[config.mk]
export PLATFORM = sky130hd
export DESIGN_NAME = lass_ram
export DESIGN_NICKNAME = d
export VERILOG_FILES = /design/src/design/lass_ram.sv
export SDC_FILE = /design/constraint.sdc
export NUM_CORES = 1
export LEC_CHECK = 0
export ABC_CLOCK_PERIOD_IN_PS = 1900
export BUFFER_PORTS_ARGS = -buffer_cell sky130_fd_sc_hd__buf_4
export CAP_MARGIN = 15
export CORE_MARGIN = 1.5
export CORE_UTILIZATION = 40
export CTS_CLUSTER_DIAMETER = 50
export DETAILED_ROUTE_END_ITERATION = 16
export SLEW_MARGIN = 5
export SYNTH_ARGS = -nofsm -noshare
export SYNTH_HDL_FRONTEND = slang
export SYNTH_SLANG_ARGS = --single-unit
[constraint.sdc]
create_clock -name clk -period 1.9 [get_ports clk]
set_input_delay 0.095 -clock clk [delete_from_list [all_inputs] [get_ports clk]]
set_output_delay 0.095 -clock clk [all_outputs]
set_load 0.01 [all_outputs]
[src/design/lass_ram.sv]
// ----------------------------------------------------------------------------
// Generic RAM
// One write port and one read port with registered read data.
// ----------------------------------------------------------------------------
module lass_ram #(
    parameter int WIDTH = 8,
    parameter int DEPTH = 16,
    localparam int AW   = (DEPTH > 1) ? $clog2(DEPTH) : 1
) (
    input  logic             clk,
    input  logic             we,
    input  logic [AW-1:0]    waddr,
    input  logic [WIDTH-1:0] wdata,
    input  logic [AW-1:0]    raddr,
    output logic [WIDTH-1:0] rdata
);

    logic [WIDTH-1:0] mem [DEPTH];
    logic [WIDTH-1:0] rdata_reg;

    // Write and registered read
    always_ff @(posedge clk)
    begin
        if (we)
        begin
            mem[waddr] <= wdata;
        end
        rdata_reg <= mem[raddr];
    end

    assign rdata = rdata_reg;

endmodule

Word level (Yosys, flattened, before mapping)
Memory sizes are Yosys's and may differ from the RTL's. A register that Yosys moved wholly into a read port is not among the register bits.
Index checks and enable logic that the tools add are counted.
- multiplexer cells: 2
- operators by type and width (kind ; number):
    $mux 1 ; 2
- bits of input ports: 18
- memories kept: 1
- bits in writable memories: 128
- register bits after elaboration: 0
- memory list (name ; depth ; width ; read ports ; clocked after Yosys merged registers in ; write ports ; line ; text):
    mem ; 16 ; 8 ; 1 ; 1 ; 1 ; 18 ; logic [WIDTH-1:0] mem [DEPTH];

Depth between registers and ports, before layout
Gate-level depths: netlist of run 1.
- depth in word-level cells: 2
- depth in mapped cells: 5
- mapped depth without buffers: 3

Worst setup path before layout of run 1
OpenSTA, ideal clock, no wires.
- path type: in2reg
- from: in waddr[2]
- to: mem mem[0][0], enable pin
- slack: 0.312 ns
- cell stages on the path: 2
- data arrival time: 1.205 ns
- path buffers: 0
- setup time: 0.383 ns
- required time: 1.517 ns
- cell sequence: or3b_2 -> nor3_1
- RTL lines (element ; line ; text):
    start, declared ; 12 ; input logic [AW-1:0] waddr,
    end, declared ; 18 ;
Straight into the memory's write port.

==> metrics.sh, run 1 <==
TOTAL_COUNT_OF_MAX_TRANSITION_VIOLATIONS_IN_THE_FINAL_REPORT=0
CTSHTREEMAXLEVEL=4
SYNTH_ASYNC_SR_FLOP_SHARE=0
GRT_ANTENNA_BEFORE_REPAIR=0
TIMING.MAX_CAP.VIOLATIONS=0
CP_DATA_ARRIVAL_TIME_PS=1720
POSTSYNTHCELLCOUNT=229
MAX_REG_FLOPS=128
NUM_VIAS=2445
FIRSTDRTPASSITERS=4
ACHIEVABLE_FREQ_GHz=0.6930
GRT-OVFL-TOTAL=0
YS_WARN_COUNT=0
POST_SYNTH_MAIN_AREA_CONTRIBUTORS='edfxtp_1 (75%), mux4_2 (7.9%), mux4_1 (7.1%)'
FINAL_CORE_UTILIZATION=0.4985
MAX_SLEW_HEADROOM=0.7326
SYNTH.FF_LATCH_COUNT=136
CTS.PATH.MAX_BUFFERS=2
CTS_SINKS=136
ROWS=41
SYNTH.LARGEST_AREA_CELL='edfxtp_1'
STATIC-LEAKAGE-POWER_nW=2.140
TIMING_WORST_SETUP_PATH_TYPE='reg -> reg'
YOSYSSEQAREASHARE=0.7778
UNREPAIRED_SETUP_ENDPOINTS_AFTER_GLOBAL_ROUTING='false'
MAPPEDNETLISTNETS=247
ROUTABILITY_DRIVEN_PLACEMENT_CONGESTION_RATIO=0.7517
CELL_COUNT_AFTER_PLACEMENT=438
FINAL.FILL_COUNT=1005
TIMING.FINAL.CRIT_SHARE=0.7595
PLACEABLECOREAREA_SQ_UM=12570
IRDROPWORSTVDD_V=0.0006166
SYNTH_CELL_TYPE_COUNT=19
SYN-CELL-AREA_SQ_UM=5147
TIGHTESTPINTRANSITION_PS=401.1
YS.FLOP_TYPE='edfxtp_1'
ROUTED_WIRELENGTH_MICRONS=9635
MULTI_INPUT_AREA_SQ_UM=1057
INITIAL_UTILIZATION=0.4096
HOLD_FAILS_FINAL_RPT=0
DP_HPWL_MICRONS=6237
TIMING.CRITICAL_PATH.FROM_TYPE='register'
CTS.REPORTEDPATHS.CLKPINSLEW_PS=50
P_PER_AREA_nW_PER_UM2=1097
CTS_TREE='built'
SYNTH_TOP_AREA_SHARE=0.7467
FINAL_NET_COUNT=306
CTS-ROOT-BUF='clkbuf_16'
GRT_PASS1_VIAS=2461
GLOBAL_ROUTE.USAGE.TOTAL=0.1575
CRIT_REQUIRED_PS=2180
DIE_SPAN_Y_MICRONS=116.4
PORT-BUFFER-COUNT=25
HOLD_PATH.CLASS='in -> reg'
SYNTH_TOP_CELLS_BY_COUNT='edfxtp_1 (128), mux4_2 (18), a22oi_1 (16)'
ANTENNADIODECOUNT=0
VIAS_PER_CELL=5.169
AREAGROWTHSYNTHTOFINISH_PCT=21.71
FINAL.MIN_CLOCK_PERIOD_PS=1443
DRCVIOLATIONCOUNT=0
SETUP_VIOL=0
CTS_BUFFERS=17
DIE_WIDTH_MICRONS=116.4
FIN_WORST_SKEW_PS=5.872
DETAIL-ROUTE-ANTENNA-NETS=0
CLOCK_INSERTION_DELAY_AT_THE_LATER_PIN_OF_THE_SKEW_REPORT_PS=410
REGISTER_AREA_SQ_UM=4004
WORST-PATH-MAX-FANOUT=1
DRIVE_ABOVE_1_SHARE=0.3056
GRT_FIRST_PASS_WIRELENGTH_MICRONS=14510
DETAIL_ROUTE.ITER0.VIOLATIONS=176
INSTANCES_NO_FILL=473
SETUP_TOTAL_NEGATIVE_SLACK_PS=0
IOS=26
SETUP.WORST_PATH.END_CLASS='register'
RESULT_OF_THE_RUN='completed'
YOSYSMOSTFREQUENTCELL='edfxtp_1'
ROUTED_WIRE_LENGTH_PER_INSTANCE_MICRONS=20.37
FINAL_LAYOUT_WORST_HOLD_SLACK_PS=7.829
SYNTHESIS.AREA_PER_INSTANCE_SQ_UM=22.48
POST_CTS_BUFFERS=0
DIE_AREA_SQ_UM=13560
GRT_MAX_DEGREE=20
SYNTH_ENABLE_FLOP_CELLS=128
-- final cells by class --
type	count	area share
Clock buffer	19	0.06910
Sequential cell	136	0.6391
Multi-Input combinational cell	83	0.1688
Clock inverter	13	0.02157
Timing Repair Buffer	50	0.06711
Tap cell	172	0.03435
-- layer usage --
metal / global-route usage / wire length, microns / part of all wire
met3: 0.04670 / 395 / 0.041
met5: 0 / 0 / 0
met1: 0.1999 / 4305 / 0.45
met4: 0.06585 / 125 / 0.013
met2: 0.2557 / 4808 / 0.50
-- metrics by stage --
stage	total power, mW	setup slack (ps)	instance area, sq um
3_3_place_gp	3.782	328.1	5667
3_5_place_dp	3.789	332.1	5667
4_1_cts	6.924	441.1	6265
6_report	6.871	457.0	6265
5_1_grt	7.078	407.1	6265
2_1_floorplan	3.610	312.1	5147
-- logic make-up (layout without fill, tap and decap cells) --
logic type             after synthesis  after routing  synth area share
buffers and inverters               10             82           0.01677
AND/OR/NAND/NOR                     35             35           0.03184
multiplexers                        32             32            0.1502
flip-flops                         136            136            0.7778
AO/OA/AOI/OAI                       16             16           0.02334
-- cells in the final DEF (no fill, tap or decap), drive strengths merged --
master,count
edfxtp,128
buf,47
mux4,32
clkbuf,19
a22oi,16
nor2,13
clkinv,10
nand2,9
dfxtp,8
nor3,4
bufinv,3
dlygate4sd3,3
nand3b,2
nand2b,2
nor2b,1
and2,1
and2b,1
nand3,1
or3b,1
-- worst max-delay path, stage by stage (launching register included) --
cell and delay (ps):
edfxtp_1 360, mux4_1 520, a22oi_1 310, nand2_1 130
-- path summary, 6_finish.rpt --
check        slack, ps                 start                   to  cells past startpoint
max                460   mem[2][1]$_DFFE_PP_     rdata[1]$_DFF_P_                      3
max reg2reg        460   mem[2][1]$_DFFE_PP_     rdata[1]$_DFF_P_                      3
min                  8              wdata[5]  mem[0][5]$_DFFE_PP_                      1
min reg2reg        680  mem[15][0]$_DFFE_PP_     rdata[0]$_DFF_P_                      3
-- report_power, final --
part | internal (mW) | total (mW) | switching, mW
sequential | 3.36 | 3.38 | 0.0203
combinational | 0.167 | 0.347 | 0.180
clock | 2.03 | 3.15 | 1.12
-- timing repair --
item	4_1_cts	5_1_grt
hold buffers	3	0
resized for setup	0	0
hold endpoints to repair	41	0
Note: power is estimated with default switching activity, not from simulation.
==> run 2, diff against run 1 <==
- ABC_AREA: unset -> 1
- ABC_CLOCK_PERIOD_IN_PS: 1900 -> 1500
- clock period: 1.9 -> 1.5 ns (I/O delays scaled with it)
==> run 2 against run 1 <==
  * First-iteration DRC count grew 85%
  * Maximum frequency grew 39%
  * Die area grew 12%
  * Highest routed layer unchanged
  * The flow now finishes with violations (negative hold slack)
  * Largest cell class unchanged
  * Utilization shrank 1.4 points
  * Count of clock-buffer cells in the layout grew 1
  * Flip-flop and latch count is the same
  * Setup slack gained 8.1 ps
==> metrics.sh, run 2 <==
SYNTH_CELL_TYPE_COUNT=12
MAX_REG_FLOPS=128
POST_SYNTH_MAIN_AREA_CONTRIBUTORS='edfxtp_1 (67%), nand2_1 (11%), nand3_1 (8.4%)'
YS_WARN_COUNT=0
GRT_MAX_DEGREE=65
INSTANCES_NO_FILL=787
TOTAL_POWER_mW=8.703
TIMING.CRITICAL_PATH.MAX_DELAY_FAMILY='simple AND/OR/NAND/NOR gates'
VIAS_PER_CELL=4.797
ROWS=43
TIMING.CRITICAL_PATH.SLOWEST_STAGE_CELL='edfxtp_1'
CRIT_PATH_CELL_TRACE='inv_1, nand2_1, nand3_1, nand3_1, nand3_1, nand2_1'
WORST_PATH_MOST_REPEATED_CELL='nand3_1'
PLACEABLECOREAREA_SQ_UM=13990
GRT-OVFL-TOTAL=0
ACHIEVABLE_FREQ_GHz=0.9662
SETUP_VIOL=0
STATIC-LEAKAGE-POWER_nW=2.930
CTS_BUFFERS=17
CRIT_REQUIRED_PS=1800
CTS_TREE='built'
HOLD_FAILS_FINAL_RPT=2
POSTPLACECELLAREA_SQ_UM=6216
SETUP_WS_PS=465.0
POSTSYNTHCELLCOUNT=551
FIN_WORST_SKEW_PS=16.49
CTS_SINKS=136
TIMING.FINAL.CRIT_SHARE=0.6900
WORST-PATH-MAX-FANOUT=1
DIE_WIDTH_MICRONS=123.1
GRT_PASS1_VIAS=3604
YS.FLOP_TYPE='edfxtp_1'
CRIT_BUF_INV=1
SYNTH.FF_LATCH_COUNT=136
SYNTHESIS.AREA_PER_INSTANCE_SQ_UM=10.47
CELL_COUNT_AFTER_PLACEMENT=754
DP_HPWL_MICRONS=7753
ROUTED_WIRELENGTH_MICRONS=13060
PORT-BUFFER-COUNT=25
GLOBAL_ROUTE.USAGE.TOTAL=0.1874
DRIVE_ABOVE_1_SHARE=0.1203
FINAL_NET_COUNT=612
CTSHTREEMAXLEVEL=4
TIGHTESTPINTRANSITION_PS=371.4
CTS.PATH.MAX_BUFFERS=2
SYNTH.LARGEST_AREA_CELL='edfxtp_1'
DETAIL_ROUTE.ITER0.VIOLATIONS=326
YOSYSMOSTFREQUENTCELL='nand2_1'
FINAL_CORE_UTILIZATION=0.4841
SYN-CELL-AREA_SQ_UM=5767
P_PER_AREA_nW_PER_UM2=1285
PLACE_WORST_SETUP_SLACK_PS=303.2
FINAL_LAYOUT_WORST_HOLD_SLACK_PS=-1.957
MAPPEDNETLISTNETS=569
TIMING.CRITICAL_PATH.FROM_TYPE='register'
FINAL.FILL_COUNT=1253
CTS.REPORTEDPATHS.CLKPINSLEW_PS=60
TIMING_WORST_SETUP_PATH_TYPE='reg -> reg'
DIE_AREA_SQ_UM=15150
YOSYSSEQAREASHARE=0.6943
DRCVIOLATIONCOUNT=0
IOS=26
MOSTFREQUENTLAYOUTCELL='nand2_1'
CTSRESIZECOUNT=0
INITIAL_UTILIZATION=0.4123
SYNTH_TOP_AREA_SHARE=0.6665
ROUTED_WIRE_LENGTH_PER_INSTANCE_MICRONS=16.59
DETAIL-ROUTE-ANTENNA-NETS=0
MAX_SLEW_HEADROOM=0.7524
SETUP.WORST_PATH.END_CLASS='register'
ANTENNADIODECOUNT=0
GRT_FIRST_PASS_WIRELENGTH_MICRONS=20460
IRDROPWORSTVDD_V=0.0007208
AREAGROWTHSYNTHTOFINISH_PCT=17.42
POSTLAYOUTCELLAREA_SQ_UM=6771
UNREPAIRED_SETUP_ENDPOINTS_AFTER_GLOBAL_ROUTING='false'
HOLD_PATH.CLASS='in -> reg'
SETUP_TOTAL_NEGATIVE_SLACK_PS=0
CRITICAL-PATH-MAX-STAGE-DELAY_PS=360
GRT_ANTENNA_BEFORE_REPAIR=0
FAILED_CHECKS='negative hold slack'
SYNTH_ENABLE_FLOP_CELLS=128
ROUTABILITY_DRIVEN_PLACEMENT_CONGESTION_RATIO=0.8241
CP_DATA_ARRIVAL_TIME_PS=1330
FINAL.MIN_CLOCK_PERIOD_PS=1035
MOSTFREQUENTLAYOUTCELLS='nand2_1 (173), edfxtp_1 (128), inv_1 (100), nand3_1 (97), buf_4 (44)'
SYNTH_TOP_CELLS_BY_COUNT='nand2_1 (173), edfxtp_1 (128), inv_1 (100)'
NUM_VIAS=3775
DIE_SPAN_Y_MICRONS=123.1
TIMING.MAX_CAP.VIOLATIONS=0
TOTAL_COUNT_OF_MAX_TRANSITION_VIOLATIONS_IN_THE_FINAL_REPORT=0
SYNTH_ASYNC_SR_FLOP_SHARE=0
RESULT_OF_THE_RUN='finished, violations left'
CLOCK_INSERTION_DELAY_AT_THE_LATER_PIN_OF_THE_SKEW_REPORT_PS=420
FIRSTDRTPASSITERS=5
CTS-ROOT-BUF='clkbuf_16'
[run 2: changes by cell type in the layout (fill, tap and decap cells not counted), moves of 14 or more]
cell	previous run	this run
mux4_1	14	0
mux4_2	18	0
inv_1	0	100
a22oi_1	16	0
nand3_1	1	97
nand2_1	9	173
[run 2: power breakdown]
group	internal, mW	total (mW)	leakage (nW)	switching [mW]
Combinational	0.188	0.559	1.45	0.370
Clock	2.40	3.87	0.261	1.47
Sequential	4.25	4.28	1.22	0.0266
[run 2: final timing paths]
path | depth (start not counted) | to | slack [ps] | start
setup / recovery | 6 | rdata[5]$_DFF_P_ | 470 | mem[5][5]$_DFFE_PP_
hold / removal | 1 | mem[10][4]$_DFFE_PP_ | -2 | wdata[4]
setup reg to reg | 6 | rdata[5]$_DFF_P_ | 470 | mem[5][5]$_DFFE_PP_
hold reg to reg | 6 | rdata[1]$_DFF_P_ | 650 | mem[12][1]$_DFFE_PP_
[run 2: area by class of cell]
cell class,count,area [sq um],share of cell area
tap,180,225.2,0.03326
clock buffer,20,436.7,0.06449
clock inverter,12,108.9,0.01608
timing repair buffer,48,400.4,0.05913
inverter,102,382.9,0.05654
sequential,136,4004,0.5913
multi-input combinational,289,1214,0.1792
[run 2: repair_timing]
action,in CTS,in global routing
buffers inserted,0,0
hold buffers,1,0
hold endpoints to repair,4,0
[run 2: logic make-up (layout without fill, tap and decap cells)]
family / after synthesis / count (layout) / share of synthesized area
flops: 136 / 136 / 0.6943
buf+inv: 126 / 182 / 0.09525
simple gates: 289 / 289 / 0.2105
[run 2: layer usage]
| metal | track usage | share of wire | vias to the layer above |
|---|---|---|---|
| met5 | 0 | 0 | - |
| met4 | 0.1092 | 0.024 | 0 |
| li1 | - | - | 1858 |
| met1 | 0.2552 | 0.44 | 1774 |
| met2 | 0.2823 | 0.47 | 127 |
| met3 | 0.03367 | 0.065 | 16 |
